$ cat config.mk
export PLATFORM = sky130hd
export DESIGN_NAME = eye_blink_counter_core
export DESIGN_NICKNAME = d
export VERILOG_FILES = /design/src/sv/ebc_pkg.sv /design/src/sv/ebc_dist_lane.sv /design/src/sv/eye_blink_counter_core.sv
export SDC_FILE = /design/constraint.sdc
export NUM_CORES = 2
export LEC_CHECK = 0
export BUFFER_PORTS_ARGS = -buffer_cell sky130_fd_sc_hd__buf_2
export CORE_MARGIN = 2
export CORE_UTILIZATION = 65
export CTS_CLUSTER_SIZE = 28
export DETAILED_ROUTE_END_ITERATION = 10
export PLACE_DENSITY = 0.84
export SYNTH_ARGS = -nofsm -noshare
export SYNTH_HDL_FRONTEND = slang
export SYNTH_SLANG_ARGS = --single-unit
$ cat constraint.sdc
create_clock -name clk -period 9.2 [get_ports clk]
set_input_delay 1.38 -clock clk [delete_from_list [all_inputs] [get_ports clk]]
set_output_delay 1.38 -clock clk [all_outputs]
set_load 0.05 [all_outputs]
$ cat src/sv/ebc_pkg.sv
// Shared types and constants of the eye blink counter.
// No dependencies; imported by ebc_dist_lane and eye_blink_counter_core.
package ebc_pkg;

  // Field widths
  localparam int COORD_W = 13;
  localparam int ABS_W   = 13;   // |difference| of two coordinates
  localparam int SQ_W    = 27;   // dx*dx + dy*dy
  localparam int RAD_W   = 44;   // radicand (sq << 16), padded to an even width
  localparam int DIST_W  = 22;   // distance in Q.8
  localparam int RATIO_W = 18;   // aspect ratio in Q2.16
  localparam int THR_W   = 16;
  localparam int RUN_W   = 8;
  localparam int CNT_W   = 16;
  localparam int CFG_IDX_W = 2;
  localparam int CFG_DAT_W = 16;

  localparam logic [RATIO_W-1:0] RATIO_MAX = '1;
  localparam logic [RUN_W-1:0]   RUN_MAX   = '1;

  // Register indexes
  localparam logic [CFG_IDX_W-1:0] REG_RATIO_THRESHOLD = 2'd0;
  localparam logic [CFG_IDX_W-1:0] REG_MIN_CLOSED      = 2'd1;

  // Register reset values
  localparam logic [THR_W-1:0] THR_RESET = 16'd13107;  // 0.2 in Q0.16
  localparam logic [RUN_W-1:0] MIN_RESET = 8'd4;

  // Step counts of the serial phases, stored as last index
  localparam int STEP_W = 5;
  localparam logic [STEP_W-1:0] MUL_LAST  = 5'd12;  // 13 multiplier bits
  localparam logic [STEP_W-1:0] SQRT_LAST = 5'd21;  // 22 root bits
  localparam logic [STEP_W-1:0] DIV_LAST  = 5'd17;  // 18 quotient bits

  typedef enum logic [2:0] {
    ST_IDLE,
    ST_MUL,
    ST_SQL,
    ST_SQRT,
    ST_DIVL,
    ST_DIV,
    ST_FIN
  } state_t;

  // Controls from the sequencer to each distance lane
  typedef struct packed {
    logic load;       // capture landmark pair
    logic mul_step;   // one bit of both squarings
    logic sqrt_load;  // sum squares, start the root
    logic sqrt_step;  // one bit of the root
  } lane_ctl_t;

endpackage

$ cat src/sv/ebc_dist_lane.sv
// One distance lane: |p - q| squared bit-serially, then a bit-serial square root.
// Depends on ebc_pkg; driven by the sequencer in eye_blink_counter_core.
module ebc_dist_lane (
  input  logic                                clk,
  input  ebc_pkg::lane_ctl_t                  ctl,
  input  logic signed [ebc_pkg::COORD_W-1:0]  p_x,
  input  logic signed [ebc_pkg::COORD_W-1:0]  p_y,
  input  logic signed [ebc_pkg::COORD_W-1:0]  q_x,
  input  logic signed [ebc_pkg::COORD_W-1:0]  q_y,
  output logic        [ebc_pkg::DIST_W-1:0]   dist_q8
);
  import ebc_pkg::*;

  localparam int PROD_W = 2 * ABS_W + 1;   // {accumulator, multiplier}
  localparam int REM_W  = DIST_W + 1;

  logic signed [COORD_W:0] dx, dy;
  logic [ABS_W-1:0]        ax, ay;

  logic [ABS_W-1:0]  mcx_r, mcy_r;
  logic [PROD_W-1:0] px_r, py_r;
  logic [RAD_W-1:0]  rad_r;
  logic [REM_W-1:0]  rem_r;
  logic [DIST_W-1:0] root_r;

  logic [ABS_W+1:0]  sumx, sumy;
  logic [SQ_W-1:0]   sq;
  logic [REM_W+1:0]  rem_sh, trial, rem_sub;
  logic              ge;

  // Absolute differences, taken at the input transfer
  assign dx = {p_x[COORD_W-1], p_x} - {q_x[COORD_W-1], q_x};
  assign dy = {p_y[COORD_W-1], p_y} - {q_y[COORD_W-1], q_y};
  assign ax = dx[COORD_W] ? ABS_W'(-dx) : ABS_W'(dx);
  assign ay = dy[COORD_W] ? ABS_W'(-dy) : ABS_W'(dy);

  // Shift-add squaring: add the multiplicand on a set low bit, shift right
  assign sumx = {1'b0, px_r[PROD_W-1:ABS_W]} + {2'b00, (px_r[0] ? mcx_r : '0)};
  assign sumy = {1'b0, py_r[PROD_W-1:ABS_W]} + {2'b00, (py_r[0] ? mcy_r : '0)};
  assign sq   = SQ_W'({1'b0, px_r[2*ABS_W-1:0]}) + SQ_W'({1'b0, py_r[2*ABS_W-1:0]});

  // Restoring square root, two radicand bits per step
  assign rem_sh  = {rem_r, rad_r[RAD_W-1 -: 2]};
  assign trial   = {1'b0, root_r, 2'b01};
  assign ge      = (rem_sh >= trial);
  assign rem_sub = rem_sh - trial;

  always_ff @(posedge clk) begin
    if (ctl.load) begin
      mcx_r <= ax;
      mcy_r <= ay;
      px_r  <= {(PROD_W-ABS_W)'(0), ax};
      py_r  <= {(PROD_W-ABS_W)'(0), ay};
    end else if (ctl.mul_step) begin
      px_r <= {sumx, px_r[ABS_W-1:1]};
      py_r <= {sumy, py_r[ABS_W-1:1]};
    end

    if (ctl.sqrt_load) begin
      rad_r  <= {1'b0, sq, 16'd0};
      rem_r  <= '0;
      root_r <= '0;
    end else if (ctl.sqrt_step) begin
      rad_r  <= {rad_r[RAD_W-3:0], 2'b00};
      rem_r  <= ge ? rem_sub[REM_W-1:0] : rem_sh[REM_W-1:0];
      root_r <= {root_r[DIST_W-2:0], ge};
    end
  end

  assign dist_q8 = root_r;

endmodule

$ cat src/sv/eye_blink_counter_core.sv
// Eye blink counter top level: input capture, sequencer, divider and blink state.
// Depends on ebc_pkg and ebc_dist_lane.
//
// Usage:
//   in_*  : one transfer carries the six landmarks of one eye for one frame.
//   out_* : one transfer per input carries the aspect ratio, the closed flag,
//           the blink flag and count, the closed run and the zero width flag.
//   cfg_* : register writes (threshold, minimum closed frames), taken any
//           cycle that cfg_we is high; write them only while the block is idle.
// Sequence:
//   Three distance lanes square bit-serially, then load the radicand and take
//   the root one bit per cycle; one shared restoring divider loads, then forms
//   18 quotient bits. The result register loads as the sequencer leaves
//   ST_FIN for ST_IDLE, which raises in_tready again, so a new item is taken
//   only after the sequencer is done with the last one.
//   in_tready is high only while no item is in the lanes.
// Reset (rst_n low, synchronous): registers go to their reset values, the
//   closed run and blink count clear and out_tvalid drops.
// Stall: a held result stays in the output register; the next item is still
//   accepted and computed, and waits at its final step until the output frees.
module eye_blink_counter_core (
  input  logic        clk,
  input  logic        rst_n,
  // Fields, lowest bit up, 13 bits each: outer_corner_x, outer_corner_y,
  // upper_lid_a_x, upper_lid_a_y, upper_lid_b_x, upper_lid_b_y, inner_corner_x,
  // inner_corner_y, lower_lid_b_x, lower_lid_b_y, lower_lid_a_x, lower_lid_a_y;
  // bits 159:156 zero
  input  logic [159:0] in_tdata,
  input  logic         in_tvalid,
  output logic         in_tready,
  // Fields, lowest bit up: aspect_ratio[17:0], eye_closed[18], blink_seen[19],
  // blink_total[35:20], closed_run[43:36], zero_width[44]; bits 47:45 zero
  output logic [47:0]  out_tdata,
  output logic         out_tvalid,
  input  logic         out_tready,
  input  logic                               cfg_we,
  input  logic [ebc_pkg::CFG_IDX_W-1:0]      cfg_index,
  input  logic [ebc_pkg::CFG_DAT_W-1:0]      cfg_wdata
);
  import ebc_pkg::*;

  localparam int SUM_W = DIST_W + 1;

  state_t            state_r, state_nxt;
  logic [STEP_W-1:0] step_r, step_nxt;
  lane_ctl_t         ctl;
  logic              in_fire, fin_fire;

  logic [THR_W-1:0]  thr_r;
  logic [RUN_W-1:0]  min_r;
  logic [RUN_W-1:0]  run_r, run_nxt;
  logic [CNT_W-1:0]  blinks_r, blinks_nxt;

  logic [DIST_W-1:0] dist_a, dist_b, dist_c;
  logic [SUM_W-1:0]  vsum, divisor;
  logic              sat, zero;

  logic [SUM_W-1:0]   rem_r;
  logic [RATIO_W-1:0] nq_r;
  logic               sat_r, zero_r;
  logic [SUM_W:0]     trial;
  logic               q_ge;

  logic [RATIO_W-1:0] ratio;
  logic               closed, blink;
  logic               out_valid_r;
  logic [47:0]        out_data_r;

  assign in_tready = (state_r == ST_IDLE);
  assign in_fire   = in_tvalid && in_tready;
  assign fin_fire  = (state_r == ST_FIN) && (!out_valid_r || out_tready);

  // Configuration registers
  always_ff @(posedge clk) begin
    if (!rst_n) begin
      thr_r <= THR_RESET;
      min_r <= MIN_RESET;
    end else if (cfg_we) begin
      unique case (cfg_index)
        REG_RATIO_THRESHOLD: thr_r <= cfg_wdata;
        REG_MIN_CLOSED:      min_r <= cfg_wdata[RUN_W-1:0];
        default: ;
      endcase
    end
  end

  // Sequencer state
  always_ff @(posedge clk) begin
    if (!rst_n) begin
      state_r <= ST_IDLE;
      step_r  <= '0;
    end else begin
      state_r <= state_nxt;
      step_r  <= step_nxt;
    end
  end

  always_comb begin
    state_nxt     = state_r;
    step_nxt      = step_r;
    ctl.load      = in_fire;
    ctl.mul_step  = 1'b0;
    ctl.sqrt_load = 1'b0;
    ctl.sqrt_step = 1'b0;
    unique case (state_r)
      ST_IDLE: begin
        if (in_fire) begin
          state_nxt = ST_MUL;
          step_nxt  = MUL_LAST;
        end
      end
      ST_MUL: begin
        ctl.mul_step = 1'b1;
        step_nxt     = step_r - 1'b1;
        if (step_r == '0) begin
          state_nxt = ST_SQL;
        end
      end
      ST_SQL: begin
        ctl.sqrt_load = 1'b1;
        state_nxt     = ST_SQRT;
        step_nxt      = SQRT_LAST;
      end
      ST_SQRT: begin
        ctl.sqrt_step = 1'b1;
        step_nxt      = step_r - 1'b1;
        if (step_r == '0) begin
          state_nxt = ST_DIVL;
        end
      end
      ST_DIVL: begin
        state_nxt = ST_DIV;
        step_nxt  = DIV_LAST;
      end
      ST_DIV: begin
        step_nxt = step_r - 1'b1;
        if (step_r == '0) begin
          state_nxt = ST_FIN;
        end
      end
      ST_FIN: begin
        if (fin_fire) begin
          state_nxt = ST_IDLE;
        end
      end
      default: state_nxt = ST_IDLE;
    endcase
  end

  // Distance lanes: A = 1 to 5, B = 2 to 4, C = 0 to 3
  ebc_dist_lane u_lane_a (
    .clk     (clk),
    .ctl     (ctl),
    .p_x     (in_tdata[38:26]),
    .p_y     (in_tdata[51:39]),
    .q_x     (in_tdata[142:130]),
    .q_y     (in_tdata[155:143]),
    .dist_q8 (dist_a)
  );

  ebc_dist_lane u_lane_b (
    .clk     (clk),
    .ctl     (ctl),
    .p_x     (in_tdata[64:52]),
    .p_y     (in_tdata[77:65]),
    .q_x     (in_tdata[116:104]),
    .q_y     (in_tdata[129:117]),
    .dist_q8 (dist_b)
  );

  ebc_dist_lane u_lane_c (
    .clk     (clk),
    .ctl     (ctl),
    .p_x     (in_tdata[12:0]),
    .p_y     (in_tdata[25:13]),
    .q_x     (in_tdata[90:78]),
    .q_y     (in_tdata[103:91]),
    .dist_q8 (dist_c)
  );

  // Divider operands and saturation test: ratio > max exactly when A + B >= 8C
  assign vsum    = {1'b0, dist_a} + {1'b0, dist_b};
  assign divisor = {dist_c, 1'b0};
  assign zero    = (dist_c == '0);
  assign sat     = ({2'b00, vsum} >= {dist_c, 3'b000});

  // Restoring division, one quotient bit per cycle shifted into nq_r
  assign trial = {rem_r, nq_r[RATIO_W-1]};
  assign q_ge  = (trial >= {1'b0, divisor});

  always_ff @(posedge clk) begin
    if (state_r == ST_DIVL) begin
      rem_r  <= {2'b00, vsum[SUM_W-1:2]};
      nq_r   <= {vsum[1:0], 16'd0};
      sat_r  <= sat;
      zero_r <= zero;
    end else if (state_r == ST_DIV) begin
      rem_r <= q_ge ? SUM_W'(trial - {1'b0, divisor}) : trial[SUM_W-1:0];
      nq_r  <= {nq_r[RATIO_W-2:0], q_ge};
    end
  end

  // Ratio, closed test and blink state update
  assign ratio  = (zero_r || sat_r) ? RATIO_MAX : nq_r;
  assign closed = !zero_r && (ratio < {2'b00, thr_r});
  assign blink  = !closed && (run_r >= min_r);

  always_comb begin
    if (closed) begin
      run_nxt = (run_r == RUN_MAX) ? run_r : run_r + 1'b1;
    end else begin
      run_nxt = '0;
    end
    blinks_nxt = blink ? blinks_r + 1'b1 : blinks_r;
  end

  always_ff @(posedge clk) begin
    if (!rst_n) begin
      run_r    <= '0;
      blinks_r <= '0;
    end else if (fin_fire) begin
      run_r    <= run_nxt;
      blinks_r <= blinks_nxt;
    end
  end

  // Output register
  always_ff @(posedge clk) begin
    if (!rst_n) begin
      out_valid_r <= 1'b0;
    end else if (fin_fire) begin
      out_valid_r <= 1'b1;
    end else if (out_tready) begin
      out_valid_r <= 1'b0;
    end
  end

  always_ff @(posedge clk) begin
    if (fin_fire) begin
      out_data_r <= {3'b000, zero_r, run_nxt, blinks_nxt, blink, closed, ratio};
    end
  end

  assign out_tvalid = out_valid_r;
  assign out_tdata  = out_data_r;

endmodule

==> impl_metrics.tcl <==
set metrics [dict create \
    status "complete, no violations" \
    max_stage_delay_ns 0.82 \
    p_leak_uw 0.0193 \
    max_freq_mhz 239 \
    wirelength_um 92200 \
    hold_ws_ns 0.437 \
    drt-pass1-iter-count 6 \
    cts.repair.resized 0 \
    synth_top_area_share_pct 22.4 \
    switchingPower_uw 6480 \
    timing.final.ws_setup_ns 5.01 \
    clock-sinks 604 \
    netSwitchingFraction_pct 42.3 \
    grt_use_total_pct 27.4 \
    comb_power_share_pct 55.7 \
    min_period_ns 4.19 \
    drive_above_1_share_pct 9.92 \
    wl_per_cell_um 16.4 \
    antenna_found_initial 0 \
    final_max_slew_viol_count 0 \
    setup_viol 0 \
    synth_area_leaders "edfxtp_1, dfxtp_1, ha_1, o21ai_0, xnor2_1" \
    overflow 0 \
    rows 92 \
    worst_setup_path_end_kind "flip-flop" \
    synth_top_family_by_area "compound AO/OA/AOI/OAI gates" \
    die_x_um 255 \
    pwr-share-clk_pct 16.7 \
    cts_tree "built" \
    grt_max_degree 112 \
    pre_cts_slack_ns 4.45 \
    start_util_pct 65.5 \
    cts-root-buf "clkbuf_16" \
    crit_top_cell "a21oi_1" \
    slew-limit-headroom_pct 15.3 \
    fin_crit_sh_pct 45.5 \
    cp_max_fo 26 \
    pin_count 233 \
    hp-class "flip-flop to flip-flop" \
    cts-htree-levels 3 \
    cts_hold_buf 0 \
    diodes 0 \
    ir_worst_vdd_mv 0.364 \
    worstSetupPathType "flip-flop to flip-flop" \
    cts.path.max_buffers 3 \
    synth_edf_count 307 \
    rr_startpoint "sat_r" \
    vias_per_cell 6.01 \
    die_height_um 255 \
    ys_ff_latch 604 \
    worstRegToRegCells 12 \
    ff2ff_setup_slack_ns 5.01 \
    place.gp.congestion 0.914 \
    finalCoreUtilization_pct 71.5 \
    synth_area_um2 41100 \
    grt_pass1_wl_um 152000 \
    pwr-share-seq_pct 27.5 \
    hold_violations 0 \
    arrival_ns 4.53 \
    synthArstFlopShare_pct 0 \
    ys.flop_type "edfxtp_1" \
    tightest_slew_ns 1.27 \
    avgSynthCellArea_um2 9.01 \
    hold_end "u_lane_a.px_r[26]" \
    maxCapViolations 0 \
    min-delay-start "u_lane_a.px_r[26]" \
    clk_latency_ns 0.61 \
    r2r-end "out_tdata[30]" \
    yosys.area_share.adder_pct 13.1 \
    rsz0062_at_grt "no" \
    io_buffers 225 \
    grt_pass1_vias 32000 \
    critPathLaunchType "flip-flop" \
    area_growth_pct 9.24 \
    muxShareOfSynthArea_pct 3.47 \
    synth-simple-area-share_pct 15.6 \
    synth_compound_area_share_pct 18.9 \
    cts.reportedPaths.clkPinSlew_ns 0.06 \
    p_int_uw 8830 \
    drc 0 \
    die_area_um2 65200 \
    yosysTopAreaCell "edfxtp_1" \
    cts_buffers 66 \
    holdPathStages 2 \
    coreArea_um2 62700 \
    ant_nets 0 \
    yosysSeqAreaShare_pct 36.9 \
    clock-skew-final_ns 0.0235 \
    ys_types 89 \
    cp.required_ns 9.54 \
    drt_iter0_drc 2614 \
    num-nets-final 5319 \
    p_per_area_nw_per_um2 341 \
    yosys_warnings 0 \
    post-cts-setup-buffer-count 0 \
    crit_chain "or3_1 > ha_1 > a21o_1 > a21oi_1 > o21ai_1 > a21oi_1 > nor2_1 > o22a_1 > nand2_1 > inv_1 > nand4_1 > xnor2_1" \
    tns_ns 0 \
    synth-xor-area-share_pct 7.59 \
    syn_inst 4561 \
    slowest_stage "o22a_1" \
    vias 33800 \
    place_hpwl_um 65800 \
]
-- worst max path at each step --
stage                startpoint                 to  slack, ns  cells past startpoint
floorplan             in_tvalid  u_lane_a.mcx_r[0]       4.14                      5
detailed placement  in_tdata[0]  u_lane_c.px_r[12]       4.45                     15
CTS                       sat_r      out_tdata[30]       5.07                     12
global route              sat_r      out_tdata[32]       4.71                     12
global placement    in_tdata[0]  u_lane_c.px_r[12]       4.51                     15
finish                    sat_r      out_tdata[30]       5.01                     12
-- stage by stage --
| step | std cells | area, µm² | total power, µW |
|---|---|---|---|
| after floorplan | 4563 | 41100 | 10900 |
| after global placement | 5494 | 42800 | 12300 |
| after detailed placement | 5494 | 42800 | 12600 |
| after CTS | 5613 | 44900 | 15200 |
| after global routing | 5613 | 44900 | 16500 |
| final | 5613 | 44900 | 15300 |
-- flip-flops by register name (all words and copies together) (netlist names), 28 cells and up --
register,cells
out_tdata,45
u_lane_a.rad_r,28
u_lane_b.rad_r,28
u_lane_c.rad_r,28
-- area by class of cell --
class	count	area, µm²
Multi-Input combinational cell	3494	24200
Fill cell	4543	17800
Sequential cell	604	15200
Clock buffer	91	1900
Timing Repair Buffer	244	1270
Inverter	306	1160
Tap cell	846	1060
Clock inverter	28	169
-- placed cells by master (no fill, tap or decap), types with 14 or more instances in the layout --
cell type,count
o21ai_1,28
nand2_1,415
clkbuf_16,69
buf_2,225
o31a_1,15
or2_2,21
mux2i_1,57
and3_1,36
clkinv_2,15
nor2_1,244
or3_1,38
buf_4,19
fa_1,17
nand4_1,35
o31ai_1,23
a211o_1,19
nand3_1,180
a21oi_1,273
a22o_1,14
o211ai_1,29
inv_1,303
and2_1,100
nor3_1,100
a21o_1,114
a31oi_1,33
dfxtp_1,296
nand2b_1,42
o21ai_0,433
nor2b_1,54
nor4_1,20
o21bai_1,35
edfxtp_1,307
xor2_1,160
xnor2_1,196
o21a_1,70
a21boi_0,19
ha_1,403
a211oi_1,39
mux2_2,76
-- routing by layer --
layer	GRT usage, %	vias to the layer above	share of wire, %
li1	-	16800	-
met1	35.5	15800	44
met2	47.5	1006	48
met3	3.31	193	5.2
met4	8.94	0	2.8
met5	0	-	0
-- power by group through the flow --
stage                     Combinational [µW]  Clock [µW]  Sequential (µW)
after floorplan                         6910           0             4020
after global placement                  8050           0             4220
after detailed placement                8320           0             4250
after CTS                               8440        2580             4200
after global routing                    9500        2680             4280
final                                   8530        2560             4210
-- cells by family (layout without fill, tap and decap cells) --
kind of cell,after synthesis,count (layout)
AOI/OAI and AO/OA,1251,1251
and+or+nand+nor,1331,1331
DFF,604,604
xor gates and xnor gates,356,356
adders and majority gates,420,420
muxes,133,133
other,1,3
buffers and inverters,465,669
-- worst max-delay path, delay by kind of cell (launching register included) --
kind / cells / cell delay (ns)
AND/OR/NAND/NOR: 4 / 1.15
flip-flops: 1 / 0.62
AO/OA/AOI/OAI: 5 / 1.28
buffers and inverters: 1 / 0.43
XOR/XNOR: 1 / 0.17
adder cells (fa/ha/maj): 1 / 0.29
-- cell usage after synthesis, types with 8 or more instances --
cell      count
xor2_1      160
dfxtp_1     297
a21boi_0     19
o31ai_1      23
xnor2_1     196
a31oi_1      33
buf_1        14
nor4_1       20
fa_1         17
nand3_1     180
nor3_1      100
a21oi_1     273
o22ai_1      11
inv_1       305
o21a_1       70
clkbuf_1    132
a211oi_1     39
and3_1       36
mux2i_1      57
nor2_1      245
o21ai_0     433
o31a_1       15
a22o_1       14
edfxtp_1    307
or2_2        21
nand2b_1     44
o211ai_1     29
nor2b_1      54
nor3b_1       8
nand4_1      35
ha_1        403
mux2_2       76
a21o_1      114
nand2_1     417
a211o_1      19
o21bai_1     35
o21ai_1      29
or3_1        38
and2_1      100
(Power assumes the default switching activity.)
